<file path="config.mk">
export PLATFORM = sky130hd
export DESIGN_NAME = smvm_back
export DESIGN_NICKNAME = d
export VERILOG_FILES = /design/src/rtl/smvm_pkg.sv /design/src/rtl/smvm_back.sv
export SDC_FILE = /design/constraint.sdc
export NUM_CORES = 1
export LEC_CHECK = 0
export BUFFER_PORTS_ARGS = -buffer_cell sky130_fd_sc_hd__buf_2
export CAP_MARGIN = 20
export CORE_MARGIN = 3
export CORE_UTILIZATION = 55
export DETAILED_ROUTE_END_ITERATION = 16
export PLACE_DENSITY_LB_ADDON = 0.1
export SLEW_MARGIN = 30
export SYNTH_ARGS = -nofsm -noshare
export SYNTH_HDL_FRONTEND = slang
export SYNTH_SLANG_ARGS = --single-unit
</file>
<file path="constraint.sdc">
create_clock -name clk -period 7.18 [get_ports clk]
set_input_delay 2.154 -clock clk [delete_from_list [all_inputs] [get_ports clk]]
set_output_delay 2.154 -clock clk [all_outputs]
set_load 0.02 [all_outputs]
</file>
<file path="src/rtl/smvm_pkg.sv">
package smvm_pkg;

    localparam int IN_DIM = 1024;
    localparam int ADDR_W = $clog2(IN_DIM);

    localparam int IDX_W  = 10;
    localparam int VAL_W  = 16;
    localparam int PROD_W = 2 * VAL_W;
    localparam int SUM_W  = 40;

    localparam int QDEPTH = 4;
    localparam int QPTR_W = $clog2(QDEPTH);
    localparam int QCNT_W = $clog2(QDEPTH + 1);

    localparam int ODEPTH = 4;
    localparam int OPTR_W = $clog2(ODEPTH);
    localparam int OCNT_W = $clog2(ODEPTH + 1);

    localparam logic MODE_LOAD = 1'b0;
    localparam logic MODE_TERM = 1'b1;

    localparam logic signed [SUM_W-1:0] SUM_MAX = {1'b0, {(SUM_W-1){1'b1}}};
    localparam logic signed [SUM_W-1:0] SUM_MIN = {1'b1, {(SUM_W-1){1'b0}}};

    typedef struct packed {
        logic signed [VAL_W-1:0] elem;
        logic signed [VAL_W-1:0] weight;
        logic                    in_range;
        logic                    last;
    } term_t;

    typedef struct packed {
        logic [QCNT_W-1:0] count;
        logic              empty;
    } q_status_t;

endpackage

</file>
<file path="src/rtl/smvm_back.sv">
module smvm_back
    import smvm_pkg::*;
(
    input  logic                    clk,
    input  logic                    rst_n,
    input  term_t                   head,
    input  q_status_t               q_status,
    output logic                    q_pop,
    input  logic                    pop,
    output logic                    empty,
    output logic signed [SUM_W-1:0] row_sum
);

    logic signed [SUM_W-1:0] out_mem [ODEPTH];

    logic                     prod_valid_reg;
    logic                     prod_last_reg;
    logic signed [PROD_W-1:0] prod_reg;
    logic signed [SUM_W-1:0]  acc_reg;
    logic signed [SUM_W-1:0]  acc_next;

    logic [OPTR_W-1:0] wr_ptr_reg;
    logic [OPTR_W-1:0] rd_ptr_reg;
    logic [OCNT_W-1:0] out_count_reg;
    logic [OCNT_W-1:0] out_count_next;

    logic                     room;
    logic signed [VAL_W-1:0]  elem_use;
    logic signed [PROD_W-1:0] prod_next;
    logic signed [SUM_W:0]    sum_wide;
    logic signed [SUM_W-1:0]  sum_sat;
    logic                     out_push;
    logic                     out_pop;

    // a row end already in the multiplier holds one result slot
    assign room = (prod_valid_reg && prod_last_reg)
                  ? (out_count_reg < OCNT_W'(ODEPTH - 1))
                  : (out_count_reg < OCNT_W'(ODEPTH));

    assign q_pop = !q_status.empty && room;

    assign elem_use  = head.in_range ? head.elem : '0;
    assign prod_next = PROD_W'(elem_use) * PROD_W'(head.weight);

    assign sum_wide = (SUM_W+1)'(acc_reg) + (SUM_W+1)'(prod_reg);

    always_comb
    begin
        if (sum_wide > (SUM_W+1)'(SUM_MAX))
        begin
            sum_sat = SUM_MAX;
        end
        else if (sum_wide < (SUM_W+1)'(SUM_MIN))
        begin
            sum_sat = SUM_MIN;
        end
        else
        begin
            sum_sat = sum_wide[SUM_W-1:0];
        end
    end

    assign out_push = prod_valid_reg && prod_last_reg;
    assign out_pop  = pop && (out_count_reg != '0);

    always_comb
    begin
        acc_next = acc_reg;
        if (prod_valid_reg)
        begin
            acc_next = prod_last_reg ? '0 : sum_sat;
        end
    end

    always_comb
    begin
        out_count_next = out_count_reg;
        if (out_push && !out_pop)
        begin
            out_count_next = out_count_reg + OCNT_W'(1);
        end
        else if (out_pop && !out_push)
        begin
            out_count_next = out_count_reg - OCNT_W'(1);
        end
    end

    always_ff @(posedge clk or negedge rst_n)
    begin
        if (!rst_n)
        begin
            prod_valid_reg <= 1'b0;
            acc_reg        <= '0;
            wr_ptr_reg     <= '0;
            rd_ptr_reg     <= '0;
            out_count_reg  <= '0;
        end
        else
        begin
            prod_valid_reg <= q_pop;
            acc_reg        <= acc_next;
            if (out_push)
            begin
                wr_ptr_reg <= (wr_ptr_reg == OPTR_W'(ODEPTH - 1)) ? '0
                                                                  : wr_ptr_reg + OPTR_W'(1);
            end
            if (out_pop)
            begin
                rd_ptr_reg <= (rd_ptr_reg == OPTR_W'(ODEPTH - 1)) ? '0
                                                                  : rd_ptr_reg + OPTR_W'(1);
            end
            out_count_reg <= out_count_next;
        end
    end

    always_ff @(posedge clk)
    begin
        if (q_pop)
        begin
            prod_reg      <= prod_next;
            prod_last_reg <= head.last;
        end
        if (out_push)
        begin
            out_mem[wr_ptr_reg] <= sum_sat;
        end
    end

    assign empty   = (out_count_reg == '0);
    assign row_sum = out_mem[rd_ptr_reg];

`ifndef SYNTHESIS
    a_out_no_overflow: assert property (@(posedge clk) disable iff (!rst_n)
        out_push |-> ((out_count_reg < OCNT_W'(ODEPTH)) || out_pop))
        else $error("result queue overflow");

    a_acc_cleared: assert property (@(posedge clk) disable iff (!rst_n)
        out_push |=> (acc_reg == '0))
        else $error("accumulator not cleared after row end");

    a_out_count_bound: assert property (@(posedge clk) disable iff (!rst_n)
        out_count_reg <= OCNT_W'(ODEPTH))
        else $error("result count out of range");
`endif

endmodule

</file>
---- Word-level counts from Yosys, hierarchy flattened ----
Memories as Yosys holds them, arrays and structs flattened.
Index checks and enable logic that the tools add are counted.
storage, ports and cells
  register bits after elaboration ......... 81
  bits in writable memories ............... 160
  output and inout port bits .............. 42
  logic and storage cells ................. 42
  memories ................................ 1
memory list
  memory   words  bits a word  read ports  clocked after Yosys merged registers in  write ports  line             text
  out_mem  4      40           1           0                                        1            smvm_back.sv:14  logic signed [SUM_W-1:0] out_mem [ODEPTH];
cells by class
  add/subtract/negate cells ............... 5
  multiply operators ...................... 1
  magnitude comparators ................... 4
  equality and inequality tests ........... 2
  multiplexer cells ....................... 11
  reductions and logical operators ........ 11
operator list
  cell                    count
  $mux W40                3
  $add A40 B32 Y41        1
  $gt A41 B40 Y1 const B  1
  $lt A41 B40 Y1 const B  1
  $mul A16 B16 Y32        1
  $mux W16                1
  $mux W3                 2
  $logic_and A1 B1 Y1     5
  $add A2 B1 Y2 const B   2
  $eq A2 B2 Y1 const B    2
  $mux W2                 2
  $add A3 B1 Y3 const B   1
  $logic_not A1 Y1        3
  $logic_not A3 Y1        1
  $lt A3 B2 Y1 const B    1
  $lt A3 B3 Y1 const B    1
  $mux W1                 3
  $reduce_bool A3 Y1      1
  $sub A3 B1 Y3 const B   1
  $reduce_bool A2 Y1      1

---- Depth between registers and ports, before layout ----
  word-level depth ........................ 5
  depth in mapped cells ................... 25

---- Least setup slack after synthesis ----
No wires, ideal clock.
  path type ............................... input-to-reg
  start ................................... input head[1] in the netlist's numbering
  end ..................................... register prod_reg[31] (data pin)
  arrival ................................. 7.912 ns
  data required time ...................... 6.919 ns
  slack ................................... -0.993 ns
  cell stages on the path ................. 23
  path buffers ............................ 2
  cells stage by stage .................... clkbuf_1 -> and2_1 -> clkbuf_1 -> nand2_1 -> fa_1 -> inv_1 -> fa_1 -> inv_1 -> fa_1 -> inv_1 -> fa_1 -> fa_1 -> inv_1 -> fa_1 -> inv_1 -> ha_1 -> a21o_1 -> a21o_1 -> a21oi_1 -> o211ai_1 -> a221oi_2 -> o31ai_1 -> a311o_1
on the way
  longest elaborated chain between the ends .. 2
ends and longest elaborated chain
  item                  line              text
  from (decl)           smvm_back.sv:6    input term_t head,
  $mux W16              smvm_back.sv:42   assign elem_use = head.in_range ? head.elem : '0;
  $mul A16 B16 Y32      smvm_back.sv:43   assign prod_next = PROD_W'(elem_use) * PROD_W'(head.weight);
  net prod_next[31]     smvm_back.sv:29   logic signed [PROD_W-1:0] prod_next;
  to (signal assigned)  smvm_back.sv:120  prod_reg <= prod_next;
  to (decl)             smvm_back.sv:18   logic signed [PROD_W-1:0] prod_reg;
The timed path passes the listed nets, and every way through them passes these cells.
A chain may end at the register's enable or synchronous reset.

---- Worst setup path after layout ----
Ends and elaborated chain as after synthesis.

==> out/metrics.yaml <==
syn_area_mm2: 0.02157
fmax_mhz: 134.3
criticalPathCategory: "in -> reg"
postSynthAreaPerCell_um2: 11.01
gp_congestion: 0.9541
place.port_buffers: 79
synthTopCellsByCount: "inv_1 (309), fa_1 (264), nand2_1 (195), edfxtp_1 (193), and3_1 (136)"
synth_edf_count: 193
cts_buffers: 21
grt_setup_unrepaired: "yes"
htreeDepth: 1
ant_nets: 0
antenna_cells: 0
grt_max_degree: 49
skew_ns: 0.01108
firstDrtPassIters: 5
place_ws_ns: -1.106
critical_path_arrival_ns: 7.70
hold_viol_final: 0
drc: 0
tightest_slew_ns: 0.7556
async_flop_share_pct: 19.92
drtIter0Drc: 954
fin_setup_tns_ns: -1.262
synth_top_area_share_pct: 26.87
core_area_mm2: 0.03820
hpwl_um: 40090
grt_pass1_wl_um: 84330
critPathBufInv: 6
final_max_slew_viol_count: 0
path_cells: "buf_16 -> clkbuf_16 -> and3_4 -> fa_1 -> inv_1 -> fa_1 -> fa_1 -> fa_1 -> inv_1 -> fa_1 -> fa_1 -> ha_4 -> and3_4 -> a221o_1 -> a31oi_2 -> o211ai_1 -> buf_4 -> a221oi_4 -> buf_4 -> o31ai_1 -> a311o_1"
fin_crit_ns: 7.444
cp-start-kind: "primary input"
wire_per_inst_um: 18.93
violations: "negative setup slack"
synth_top_cell_by_area: "edfxtp_1"
hold_class: "reg -> reg"
cp_slowest_cell: "fa_1"
end_kind: "flip-flop"
outcome: "complete, but fails checks"
row_count: 71
die_width_um: 204.0
largest_reg_flops: 160
clk_latency_ns: 0.52
die_h_um: 204.0
vias_per_cell: 5.668
clk_pin_slew_ns: 0.07
post-route-period-util_pct: 103.7
routed_wl_um: 51590
nFillCells: 2992
ioPinCount: 83
drv_cap: 0
nNetsFinal: 2633
syn2layout_area_growth_pct: 17.76
cts_tree: "done"
drive_above_1_share_pct: 23.22
antenna_found_initial: 1
cts_sinks: 241
crit_family: "adder cells"
finalSetupViolCount: 10
cp_max_fo: 7
ys_warn_count: 0
synthesis.nets: 2392
grt_pass1_vias: 16182
grt_overflow_total: 0
netlist_instances: 1959
crit_required_ns: 7.44
root_buffer: "clkbuf_16"
dieArea_mm2: 0.04163
clock_path_buffers: 3
final-seq-area_mm2: 0.006999
track_usage_pct: 25.26
slowest_delay_ns: 0.57
multi_input_area_mm2: 0.01347
cp_common_cell: "fa_1"
synth.distinct_cells: 78
yosysMostFrequentCell: "inv_1"
num_vias: 15444
synthTopCellsByArea: "edfxtp_1 (27%), fa_1 (24%), ha_1 (7.4%), dfrtp_1 (5.6%), inv_1 (5.4%)"
fin_ws_ns: -0.2643
ys_seq_area_share_pct: 32.43
ys_seq_elements: 241
ys.flop_type: "edfxtp_1"
maxSlewHeadroom_pct: 48.32
initial_core_util_pct: 56.47
ff2ff_setup_slack_ns: 2.82
==> logic make-up after synthesis <==
logic type / after synthesis / share of synthesized area, %
flip-flops: 241 / 32.43
multiplexers: 45 / 4.443
AO/OA/AOI/OAI: 326 / 10.02
adder cells (fa/ha/maj): 394 / 32.02
buffers and inverters: 397 / 7.082
AND/OR/NAND/NOR: 488 / 11.16
XOR/XNOR: 68 / 2.848
==> final cells by class <==
type	count	share of cell area, %
clock buffers	22	2.083
multi-input cells	1321	53.02
well taps	511	2.517
repair buffers	305	9.348
clock inverters	15	0.8767
flip-flops and latches	241	27.55
inverters	310	4.600
==> layer usage <==
layer  wire, um  up-vias  GRT usage, %  part of all wire, %
met5         11        -             0                0.021
met4       1563        2         7.766                  3.0
met3       2264      103         1.943                  4.4
met2      25450      445         43.46                   49
met1      22300     7765         34.72                   43
li1           -     7129             -                    -
==> through the flow <==
step	std cells	util (%)	hold WS, ns	instance area (um2)
after floorplan	1959	-	0.4587	21860
after global placement	2656	62.69	0.4747	23950
after detailed placement	2656	62.73	0.4823	23960
after CTS	2708	65.60	0.4976	25060
after global routing	2725	66.50	0.5146	25400
final	2725	66.50	0.4935	25400
==> worst paths after layout <==
| path | startpoint | to | depth (start not counted) |
|---|---|---|---|
| max in group asynchronous | rst_n | rd_ptr_reg[0]$_DFFE_PN0P_ | 2 |
| hold reg to reg | acc_reg[3]$_DFFE_PN0P_ | acc_reg[3]$_DFFE_PN0P_ | 1 |
| setup / recovery | head[1] | prod_reg[31]$_DFFE_PP_ | 21 |
| hold / removal | acc_reg[3]$_DFFE_PN0P_ | acc_reg[3]$_DFFE_PN0P_ | 1 |
| setup reg to reg | prod_reg[31]$_DFFE_PP_ | out_mem[0][38]$_DFFE_PP_ | 9 |
| min in group asynchronous | rst_n | acc_reg[37]$_DFFE_PN0P_ | 2 |
==> worst register-to-register path: stages (launching register included) <==
cell	delay (ns)
edfxtp_1	0.60
ha_1	0.48
a21o_1	0.23
a311o_1	0.39
o41ai_2	0.29
nand2b_1	0.11
o31a_4	0.34
mux2_4	0.49
nand2_1	0.64
o21ai_0	0.43
==> placed cells by master, fill, tap and decap left out, types with 12 or more instances in the layout <==
master,instances
buf_2,70
and3_4,13
mux4_2,40
xor2_1,13
fa_2,17
and3_1,122
fa_1,247
o2bb2ai_1,23
edfxtp_1,193
a21o_1,28
nor2_1,57
xnor2_1,54
buf_6,18
inv_2,17
nand2_1,184
buf_4,200
a21oi_2,21
nor3_1,14
ha_1,119
o21ai_0,65
o211ai_1,13
dfrtp_1,46
clkbuf_16,23
nand3_1,13
inv_1,290
and2_4,12
a21oi_1,80
==> timing repair <==
item	CTS	global route
setup buffers	13	21
gates resized for setup	62	64
endpoints found under the setup margin	14	16
pin swaps	59	80
cloned	3	2
hold buffers	0	0
Power is not shown: default switching activity piles up to over one toggle a cycle in this logic, so the estimate is an artifact.
