File: config.mk
export PLATFORM = sky130hd
export DESIGN_NAME = smvm_queue
export DESIGN_NICKNAME = d
export VERILOG_FILES = /design/src/rtl/smvm_pkg.sv /design/src/rtl/smvm_queue.sv
export SDC_FILE = /design/constraint.sdc
export NUM_CORES = 1
export LEC_CHECK = 0
export BUFFER_PORTS_ARGS = -buffer_cell sky130_fd_sc_hd__buf_2
export CAP_MARGIN = 5
export CORE_ASPECT_RATIO = 1.4
export CORE_MARGIN = 4
export CORE_UTILIZATION = 61
export CTS_CLUSTER_SIZE = 20
export DETAILED_ROUTE_END_ITERATION = 10
export PLACE_DENSITY = 0.83
export SETUP_SLACK_MARGIN = 0.3
export SYNTH_ARGS = -nofsm -noshare
export SYNTH_HDL_FRONTEND = slang
export SYNTH_SLANG_ARGS = --single-unit
export TNS_END_PERCENT = 20
File: constraint.sdc
create_clock -name clk -period 3.8 [get_ports clk]
set_clock_uncertainty 0.05 [all_clocks]
set_input_delay 0.76 -clock clk [delete_from_list [all_inputs] [get_ports clk]]
set_output_delay 0.76 -clock clk [all_outputs]
set_load 0.02 [all_outputs]
File: src/rtl/smvm_pkg.sv
package smvm_pkg;

    localparam int IN_DIM = 1024;
    localparam int ADDR_W = $clog2(IN_DIM);

    localparam int IDX_W  = 10;
    localparam int VAL_W  = 16;
    localparam int PROD_W = 2 * VAL_W;
    localparam int SUM_W  = 40;

    localparam int QDEPTH = 4;
    localparam int QPTR_W = $clog2(QDEPTH);
    localparam int QCNT_W = $clog2(QDEPTH + 1);

    localparam int ODEPTH = 4;
    localparam int OPTR_W = $clog2(ODEPTH);
    localparam int OCNT_W = $clog2(ODEPTH + 1);

    localparam logic MODE_LOAD = 1'b0;
    localparam logic MODE_TERM = 1'b1;

    localparam logic signed [SUM_W-1:0] SUM_MAX = {1'b0, {(SUM_W-1){1'b1}}};
    localparam logic signed [SUM_W-1:0] SUM_MIN = {1'b1, {(SUM_W-1){1'b0}}};

    typedef struct packed {
        logic signed [VAL_W-1:0] elem;
        logic signed [VAL_W-1:0] weight;
        logic                    in_range;
        logic                    last;
    } term_t;

    typedef struct packed {
        logic [QCNT_W-1:0] count;
        logic              empty;
    } q_status_t;

endpackage

File: src/rtl/smvm_queue.sv
module smvm_queue
    import smvm_pkg::*;
(
    input  logic      clk,
    input  logic      rst_n,
    input  logic      push,
    input  term_t     push_data,
    input  logic      pop,
    output term_t     head,
    output q_status_t status
);

    term_t buf_mem [QDEPTH];

    logic [QPTR_W-1:0] wr_ptr_reg;
    logic [QPTR_W-1:0] rd_ptr_reg;
    logic [QCNT_W-1:0] count_reg;
    logic [QCNT_W-1:0] count_next;

    always_comb
    begin
        count_next = count_reg;
        if (push && !pop)
        begin
            count_next = count_reg + QCNT_W'(1);
        end
        else if (pop && !push)
        begin
            count_next = count_reg - QCNT_W'(1);
        end
    end

    always_ff @(posedge clk or negedge rst_n)
    begin
        if (!rst_n)
        begin
            wr_ptr_reg <= '0;
            rd_ptr_reg <= '0;
            count_reg  <= '0;
        end
        else
        begin
            if (push)
            begin
                wr_ptr_reg <= (wr_ptr_reg == QPTR_W'(QDEPTH - 1)) ? '0
                                                                  : wr_ptr_reg + QPTR_W'(1);
            end
            if (pop)
            begin
                rd_ptr_reg <= (rd_ptr_reg == QPTR_W'(QDEPTH - 1)) ? '0
                                                                  : rd_ptr_reg + QPTR_W'(1);
            end
            count_reg <= count_next;
        end
    end

    always_ff @(posedge clk)
    begin
        if (push)
        begin
            buf_mem[wr_ptr_reg] <= push_data;
        end
    end

    assign head         = buf_mem[rd_ptr_reg];
    assign status.count = count_reg;
    assign status.empty = (count_reg == '0);

`ifndef SYNTHESIS
    a_no_overflow: assert property (@(posedge clk) disable iff (!rst_n)
        (count_reg == QCNT_W'(QDEPTH)) |-> (!push || pop))
        else $error("term queue overflow");

    a_no_underflow: assert property (@(posedge clk) disable iff (!rst_n)
        pop |-> (count_reg != '0))
        else $error("term queue underflow");

    a_count_bound: assert property (@(posedge clk) disable iff (!rst_n)
        count_reg <= QCNT_W'(QDEPTH))
        else $error("term queue count out of range");
`endif

endmodule

* Word-level counts from Yosys, hierarchy flattened
Memory sizes are Yosys's and may differ from the RTL's. Index checks and enable logic that the tools add are counted.
Storage, ports and cells: flip-flop bits (word level) 7, bits in latches 0, bits in writable memories 136, ROM bits 0, bits of input ports 38, logic and storage cells 22, memories kept 1
Memory list:
- buf_mem | depth 4, bits a word 34, rd ports 1, clocked after memory_dff 0, write ports 1, RTL line smvm_queue.sv:13 | term_t buf_mem [QDEPTH];
Operators by class: add/sub/neg operators 4, $mul 0, divide/modulo/power cells 0, magnitude comparators 0, eq/ne operators 2, shift-type cells 0, mux-type cells 6, bitwise gates (word level) 0, reduce and logical (&&, ||, !) cells 6
Operators by type and width (number):
- $mux 3 | 2
- $add 2x1->2 const B | 2
- $eq 2x2->1 const B | 2
- $mux 2 | 2
- $add 3x1->3 const B | 1
- $logic_not 3->1 | 1
- $sub 3x1->3 const B | 1
- $logic_and 1x1->1 | 2
- $logic_not 1->1 | 2
- $mux 1 | 2
- $reduce_bool 2->1 | 1

* Depth between registers and ports, before layout
Gate-level depths: netlist (run 1).
depth after elaboration 4, depth in mapped cells 7, mapped depth without buffers 7

* Worst setup path after synthesis (run 1)
OpenSTA, ideal clock, no wires.
kind input to register, start point input port push, end point memory buf_mem[3][0] (netlist bit) (enable), arrival time 1.600 ns, slack 1.756 ns, cell stages on the path 1, cells stage by stage and2_1
On the way: cells in the longest elaborated chain, start to end 2
RTL lines:
- start, declared | RTL line smvm_queue.sv:6 | input logic push,
- $mux 1 | RTL line smvm_queue.sv:59 | if (push)
- $mux 1 (implied by the code) | RTL line smvm_queue.sv:61 | buf_mem[wr_ptr_reg] <= push_data;
- end, declared | RTL line smvm_queue.sv:13
No other way between the ends.

==> results of run 1 <==
[power by group through the flow]
stage	Combinational [W]	Clock, W	Sequential, W
final	0.00136	0.00167	0.00226
after global routing	0.00145	0.00176	0.00231
after CTS	0.00139	0.00169	0.00228
after detailed placement	0.00138	0	0.00230
after global placement	0.00135	0	0.00228
after floorplan	0.00113	0	0.00214
[final cells by class]
type | count | area [sq um] | area share
sequential | 143 | 4262 | 0.6647
multi-input combinational | 59 | 1007 | 0.1571
clock buffer | 17 | 425.4 | 0.06635
timing repair buffer | 76 | 395.4 | 0.06167
clock inverter | 15 | 175.2 | 0.02732
tap | 105 | 131.4 | 0.02049
inverter | 4 | 15.01 | 0.002342
[Yosys cell counts (all sizes together)]
cell type and instances:
edfxtp 136, mux4 34, buf 8, dfrtp 7, ha 6, and2 4, inv 4, mux2 3
nor2 3, nand2 2, o21ai 2, xor2 2, fa 1, nor3 1, xnor2 1
[metal layers]
metal  wire [um]  part of all wire
met5           0                 0
met4         160             0.017
met3         647             0.070
met2        4939              0.53
met1        3559              0.38
[cells by family after synthesis]
| logic type | after synthesis | synth area share |
|---|---|---|
| xor+xnor | 3 | 0.004896 |
| flops | 143 | 0.7935 |
| buf+inv | 12 | 0.01981 |
| simple gates | 10 | 0.009090 |
| mux | 37 | 0.1531 |
| fa+ha+maj | 7 | 0.01772 |
| compound gates | 2 | 0.001865 |
[stage by stage]
step / setup WS, ps / hold WS, ps / utilization
after floorplan: 1756 / 414.4 / -
after global placement: 1135 / 427.4 / 0.6750
after detailed placement: 1115 / 434.9 / 0.6750
after CTS: 642.5 / 116.6 / 0.7448
after global routing: 589.2 / 114.3 / 0.7448
final: 743.9 / 126.6 / 0.7448
[how the worst max path moves through the flow]
stage                                    startpoint                       to  cells past startpoint
after floorplan                                push  buf_mem[3][0]$_DFFE_PP_                      1
after global placement    rd_ptr_reg[0]$_DFFE_PN0P_                 head[25]                      3
after detailed placement  rd_ptr_reg[0]$_DFFE_PN0P_                  head[9]                      3
after CTS                 rd_ptr_reg[0]$_DFFE_PN0P_                  head[9]                      3
after global routing      rd_ptr_reg[0]$_DFFE_PN0P_                  head[9]                      3
final                     rd_ptr_reg[0]$_DFFE_PN0P_                  head[9]                      3
==> flow_summary.yaml, run 1 <==
sta:
  fin_crit_sh: 0.8042
  tns_ps: 0
  hold_viol_final: 0
  layout_min_cycle_time_ps: 3056
  final_max_slew_viol_count: 0
  setup_viol: 0
  fmax_mhz: 327.2
  slew_headroom: 0.3730
  worst_slew_pin_slew_ps: 940.5
  rsz0062_at_grt: "false"
critical_path:
  reg2reg_depth: 3
  path_cells: "buf_12, mux4_2, buf_2"
  criticalPathCategory: "reg2out"
  cp_max_fo: 24
  arrival_ps: 2250
  cpPeakStageDelay_ps: 840
  regToRegSetupSlack_ps: 1920
  critPathBufInv: 2
  reg2reg_from: "wr_ptr_reg[0]$_DFFE_PN0P_"
  crit_path_top_delay_cell: "dfrtp_2"
  start_kind: "flip-flop"
  r2r_end: "buf_mem[0][10]$_DFFE_PP_"
  critPathTopFamily: "flip-flops"
  cp.required_ps: 2990
  end_kind: "output port"
die:
  fp.dieW_um: 87.28
  initial_core_util: 0.6235
  die_area_sq_um: 10390
  die-height_um: 119.0
  fp.coreArea_sq_um: 8608
  rows: 40
  io_pins: 76
synthesis:
  syn-cell-area_sq_um: 5368
  synth.distinct_cells: 18
  synth.top_cell.area_share: 0.7608
  seq_area_frac_synth: 0.7935
  synthTopCellsByArea: "edfxtp_1, mux4_2, dfrtp_1"
  netlist_instances: 214
  postSynthAreaPerCell_sq_um: 25.08
  synth_warnings: 0
  syn_nets: 259
  ys_seq_elements: 143
  yosysTopAreaCell: "edfxtp_1"
global_route:
  grt_use_met2: 0.3203
  grt-ovfl-total: 0
  grt_start_max_net_pins: 37
  grt_busiest_layer: "met2"
  antenna_found_initial: 0
  met1_usage: 0.2531
  gr-usage-met3: 0.07336
  grt_util_all_layers: 0.2015
  grt_pass1_wl_um: 14720
  grt_pass1_vias: 2585
power:
  seqPwrFrac: 0.428
  p_clk_frac: 0.315
  vdd_drop_max_mv: 0.5638
  cellLeakagePower_nw: 2.288
  pwr-share-comb: 0.257
  power.internal_w: 0.003733
  switching_power_w: 0.001559
  cellPowerDensity_nw_per_um2: 825.4
  p_sw_frac: 0.2946
  total_power_w: 0.005292
cells_and_area:
  n_fill_cell: 493
  drive_above_1_share: 0.4490
  final_cell_mix: "edfxtp_1, buf_2, mux4_2, clkbuf_16"
  fin_nets: 346
  largest_register_ffs: 136
  stdcell_area_sq_um: 6411
  area_growth_pct: 19.44
  layoutNonFillerInstCount: 419
  final_common_cell: "edfxtp_1"
  antennaDiodeCount: 0
cts:
  hold_buffers: 0
  h-tree-depth: 4
  clk_latency_ps: 410
  cts_setup_buffers: 0
  clock-sinks: 143
  clk_path_buf_depth: 2
  numCtsBuffers: 17
  clock-root-buffer: "clkbuf_16"
  cts.repair.resized: 0
  clk_pin_slew_worst_paths_ps: 50
  cts_tree: "yes"
drt:
  drc: 0
  drt-initial-drc-count: 147
  routedWlPerCell_um: 22.21
  firstDrtPassIters: 5
  routed_wl_um: 9306
  vias_per_cell: 5.780
  ant_nets: 0
  vias: 2422
placement:
  place_hpwl_um: 5396
  portBuffers: 75
  place.gp.congestion: 0.7035
  place_inst: 387
  placed_area_sq_um: 5811
hold_path:
  hold_class: "in2async"
outcome:
  run_status: "finished, final reports clean"
job:
  cap_viol_max_count: 0
Power figures use the tool's default switching activity.
==> run 2: changes to the inputs <==
--- a/config.mk
+++ b/config.mk
@@ -9,10 +9,10 @@
 export CAP_MARGIN = 5
 export CORE_ASPECT_RATIO = 1.4
 export CORE_MARGIN = 4
-export CORE_UTILIZATION = 61
+export CORE_UTILIZATION = 56
 export CTS_CLUSTER_SIZE = 20
 export DETAILED_ROUTE_END_ITERATION = 10
-export PLACE_DENSITY = 0.83
+export PLACE_DENSITY = 0.77
 export SETUP_SLACK_MARGIN = 0.3
 export SYNTH_ARGS = -nofsm -noshare
 export SYNTH_HDL_FRONTEND = slang
==> constraint.sdc (replaced) <==
create_clock -name clk -period 3 [get_ports clk]
set_clock_uncertainty 0.05 [all_clocks]
set_input_delay 0.6 -clock clk [delete_from_list [all_inputs] [get_ports clk]]
set_output_delay 0.6 -clock clk [all_outputs]
set_load 0.02 [all_outputs]
==> flow_summary.yaml, run 2 (same netlist as run 1, synthesis figures left out) <==
outcome:
  run_status: "finished, final reports clean"
die:
  fp.coreArea_sq_um: 9407
  initial_core_util: 0.5706
  die-height_um: 123.8
  rows: 42
  io_pins: 76
  fp.dieW_um: 90.75
  die_area_sq_um: 11240
critical_path:
  arrival_ps: 1940
  criticalPathCategory: "reg2out"
  start_kind: "flip-flop"
  cp.required_ps: 2350
  reg2reg_depth: 4
  end_kind: "output port"
  cp_max_fo: 24
global_route:
  grt_pass1_vias: 2616
  grt_util_all_layers: 0.1731
  grt_start_max_net_pins: 35
  grt-ovfl-total: 0
  grt_pass1_wl_um: 13940
  antenna_found_initial: 1
drt:
  routed_wl_um: 9038
  ant_nets: 0
  routedWlPerCell_um: 20.73
  drc: 0
  drt-initial-drc-count: 147
  vias: 2447
  vias_per_cell: 5.612
  firstDrtPassIters: 5
placement:
  portBuffers: 75
  place_hpwl_um: 5652
  place.gp.congestion: 0.7309
cells_and_area:
  fin_nets: 359
  multi_input_area_sq_um: 1007
  drive_above_1_share: 0.4693
  n_fill_cell: 572
  area_growth_pct: 21.45
  seq_area_sq_um: 4264
  final_cell_mix: "edfxtp_1, buf_2, mux4_2, clkbuf_16, buf_4"
  antennaDiodeCount: 0
  largest_register_ffs: 136
  final_common_cell: "edfxtp_1"
power:
  cellLeakagePower_nw: 2.348
  cellPowerDensity_nw_per_um2: 1037
  vdd_drop_max_mv: 0.6519
cts:
  clock-sinks: 143
  clock-root-buffer: "clkbuf_16"
  clk_path_buf_depth: 2
  clk_pin_slew_worst_paths_ps: 60
  cts_tree: "yes"
  clk_latency_ps: 410
  numCtsBuffers: 17
  h-tree-depth: 4
sta:
  layout_min_cycle_time_ps: 2585
  hold_viol_final: 0
  tns_ps: 0
  fin_crit_sh: 0.8618
  holdWs_ps: 349.0
  worst_slew_pin_slew_ps: 518.6
  slew_headroom: 0.6543
  rsz0062_at_grt: "false"
  fmax_mhz: 386.8
  final_max_slew_viol_count: 0
  setup_viol: 0
hold_path:
  holdPathStages: 1
  hold_class: "in2reg"
job:
  cap_viol_max_count: 0
run 2: changes by cell type in the layout (fill, tap and decap cells not counted), sizes merged:
cell	delta
dlygate4sd3	+1
clkinv	-2
buf	+12
clkinvlp	+1
run 2: timing repair:
action                                  4_1_cts  5_1_grt
hold endpoints to repair                      7        0
resized for setup                             1        0
endpoints found under the setup margin       23        0
hold buffers                                  1        0
setup buffers                                 3        0
run 2: area by class of cell:
class | count | share of cell area
flip-flops and latches | 143 | 0.6541
multi-input cells | 59 | 0.1545
repair buffers | 89 | 0.07601
clock buffers | 17 | 0.06526
clock inverters | 14 | 0.02668
well taps | 110 | 0.02111
inverters | 4 | 0.002303
run 2: power by group:
group	switching [W]	total, W	leakage, nW	internal [W]
Sequential	0.000155	0.00273	1.33	0.00258
Combinational	0.00108	0.00192	0.731	0.000845
Clock	0.000737	0.00210	0.287	0.00137
run 2: final timing paths:
kind	slack, ps	to	start
setup / recovery	410	head[22]	rd_ptr_reg[1]$_DFFE_PN0P_
hold / removal	350	buf_mem[0][32]$_DFFE_PP_	push_data[32]
setup reg to reg	1230	buf_mem[1][23]$_DFFE_PP_	wr_ptr_reg[1]$_DFFE_PN0P_
hold reg to reg	440	count_reg[2]$_DFFE_PN0P_	count_reg[2]$_DFFE_PN0P_
max in group asynchronous	2220	rd_ptr_reg[0]$_DFFE_PN0P_	rst_n
min in group asynchronous	510	count_reg[2]$_DFFE_PN0P_	rst_n
run 2: routing by layer:
layer  track usage  part of all wire
met5             0            0.0012
met1        0.1995              0.38
met3       0.04592             0.051
met4        0.1034             0.023
met2        0.2937              0.54
run 2: through the flow:
| stage | worst slack (ps) | instance area [sq um] | instances | util | total power, W |
|---|---|---|---|---|---|
| 2_1_floorplan | 1098 | 5368 | 214 | - | 0.004151 |
| 3_3_place_gp | 628.7 | 5884 | 401 | 0.6256 | 0.004656 |
| 3_5_place_dp | 606.8 | 5884 | 401 | 0.6256 | 0.004695 |
| 4_1_cts | 365.8 | 6519 | 436 | 0.6930 | 0.006842 |
| 5_1_grt | 324.7 | 6519 | 436 | 0.6930 | 0.007067 |
| 6_report | 414.6 | 6519 | 436 | 0.6930 | 0.006759 |
run 2: worst max-delay path, stage by stage, from the launching register on:
cell,delay (ps)
dfrtp_2,580
buf_4,390
mux4_2,360
buf_2,180
==> run 3: changes to the inputs <==
--- a/config.mk
+++ b/config.mk
@@ -7,12 +7,14 @@
 export LEC_CHECK = 0
 export BUFFER_PORTS_ARGS = -buffer_cell sky130_fd_sc_hd__buf_2
 export CAP_MARGIN = 5
+export CELL_PAD_IN_SITES_DETAIL_PLACEMENT = 0
+export CELL_PAD_IN_SITES_GLOBAL_PLACEMENT = 1
 export CORE_ASPECT_RATIO = 1.4
 export CORE_MARGIN = 4
-export CORE_UTILIZATION = 56
+export CORE_UTILIZATION = 50
 export CTS_CLUSTER_SIZE = 20
 export DETAILED_ROUTE_END_ITERATION = 10
-export PLACE_DENSITY = 0.77
+export PLACE_DENSITY = 0.78
 export SETUP_SLACK_MARGIN = 0.3
 export SYNTH_ARGS = -nofsm -noshare
 export SYNTH_HDL_FRONTEND = slang
==> flow_summary.yaml, run 3 (same netlist as run 1, synthesis figures left out) <==
power:
  cellPowerDensity_nw_per_um2: 1031
  vdd_drop_max_mv: 0.5562
  seqPwrFrac: 0.412
  total_power_w: 0.006754
  pwr-share-comb: 0.275
  p_sw_frac: 0.2904
  switching_power_w: 0.001961
  power.internal_w: 0.004793
  cellLeakagePower_nw: 2.346
  p_clk_frac: 0.312
sta:
  worst_slew_pin_slew_ps: 848.0
  fin_crit_sh: 0.8673
  layout_min_cycle_time_ps: 2602
  final_max_slew_viol_count: 0
  setup_viol: 0
  worst_slack_ps: 398.2
  slew_headroom: 0.4346
  tns_ps: 0
  rsz0062_at_grt: "false"
  fmax_mhz: 384.4
  hold_viol_final: 0
drt:
  vias: 2424
  drt-initial-drc-count: 121
  vias_per_cell: 5.224
  routedWlPerCell_um: 19.63
  firstDrtPassIters: 4
  routed_wl_um: 9107
  ant_nets: 0
  drc: 0
critical_path:
  criticalPathCategory: "reg2out"
  reg2reg_depth: 4
  cpPeakStageDelay_ps: 920
  end_kind: "output port"
  regToRegSetupSlack_ps: 1110
  reg2reg_from: "wr_ptr_reg[0]$_DFFE_PN0P_"
  cp_max_fo: 36
  r2r_end: "buf_mem[2][31]$_DFFE_PP_"
  crit_path_top_delay_cell: "dfrtp_2"
  path_cells: "mux4_2, buf_2"
  cp.required_ps: 2350
  arrival_ps: 1950
  start_kind: "flip-flop"
die:
  die-height_um: 130.6
  fp.dieW_um: 95.57
  io_pins: 76
  rows: 44
  fp.coreArea_sq_um: 10460
  initial_core_util: 0.5132
  die_area_sq_um: 12480
cells_and_area:
  area_growth_pct: 22.03
  largest_register_ffs: 136
  final_common_cell: "edfxtp_1"
  drive_above_1_share: 0.4632
  fin_nets: 358
  antennaDiodeCount: 0
  final_cell_mix: "edfxtp_1, buf_2, mux4_2, clkbuf_16, buf_4"
  stdcell_area_sq_um: 6550
global_route:
  grt_pass1_wl_um: 14450
  grt-ovfl-total: 0
  grt_util_all_layers: 0.1647
  grt_pass1_vias: 2616
  grt_start_max_net_pins: 37
  antenna_found_initial: 1
cts:
  numCtsBuffers: 17
  cts_tree: "yes"
  clock-root-buffer: "clkbuf_16"
  clock-sinks: 143
  clk_pin_slew_worst_paths_ps: 60
  clk_path_buf_depth: 2
  clk_latency_ps: 410
  h-tree-depth: 4
job:
  cap_viol_max_count: 0
outcome:
  run_status: "finished, final reports clean"
hold_path:
  hold_path_end: "buf_mem[2][10]$_DFFE_PP_"
  hold_class: "in2reg"
  worstHoldStart: "push_data[10]"
  holdPathStages: 1
placement:
  place.gp.congestion: 0.6885
  placed_area_sq_um: 5919
  pre_cts_slack_ps: 676.8
  place_hpwl_um: 5615
  portBuffers: 75
[run 3: repair_timing]
item                                    4_1_cts  5_1_grt
hold buffers                                  1        0
resized for setup                             1        0
endpoints found under the setup margin        8        4
gates cloned                                  0        0
hold endpoints to repair                      7        0
buffers inserted                              0        2
[run 3: final cells by class]
type	instances	area [sq um]
clock buffers	19	432.9
clock inverters	13	170.2
fillers	756	3910
inverters	4	15.01
multi-input cells	59	1007
flip-flops and latches	143	4264
well taps	138	172.7
repair buffers	88	488.0
[run 3: worst max-delay path, delay by kind of cell, from the launching register on]
family / cells / cell delay, ps
multiplexers: 1 / 440
flip-flops: 1 / 920
buffers and inverters: 1 / 180
[run 3: worst max path at each step]
stage,start,to,slack (ps),cells after the start
after global placement,rd_ptr_reg[0]$_DFFE_PN0P_,head[21],680,3
after detailed placement,rd_ptr_reg[0]$_DFFE_PN0P_,head[21],680,3
final,rd_ptr_reg[1]$_DFFE_PN0P_,head[32],400,2
after CTS,rd_ptr_reg[0]$_DFFE_PN0P_,head[21],300,3
after floorplan,wr_ptr_reg[0]$_DFFE_PN0P_,buf_mem[0][0]$_DFFE_PP_,1100,3
after global routing,rd_ptr_reg[1]$_DFFE_PN0P_,head[9],300,2
[run 3: routing by layer]
layer / up-vias / share of wire / wire length [um] / GRT usage
li1: 1101 / - / - / -
met1: 1245 / 0.39 / 3559 / 0.1938
met4: 2 / 0.020 / 182 / 0.07286
met5: - / 0.00088 / 8 / 0
met3: 15 / 0.047 / 429 / 0.04983
met2: 61 / 0.54 / 4927 / 0.2785
[run 3: power by group through the flow]
| stage | clock network (W) | logic (W) | registers (W) |
|---|---|---|---|
| floorplan | 0 | 0.00144 | 0.00271 |
| global placement | 0 | 0.00183 | 0.00284 |
| detailed placement | 0 | 0.00186 | 0.00285 |
| CTS | 0.00214 | 0.00186 | 0.00283 |
| global route | 0.00224 | 0.00201 | 0.00283 |
| finish | 0.00211 | 0.00186 | 0.00278 |
[run 3: per-stage QoR]
| stage | hold slack (ps) | utilization | cells |
|---|---|---|---|
| floorplan | 254.4 | - | 214 |
| global placement | 398.0 | 0.5659 | 429 |
| detailed placement | 401.3 | 0.5659 | 429 |
| CTS | 338.9 | 0.6248 | 462 |
| global route | 344.4 | 0.6262 | 464 |
| finish | 352.4 | 0.6262 | 464 |
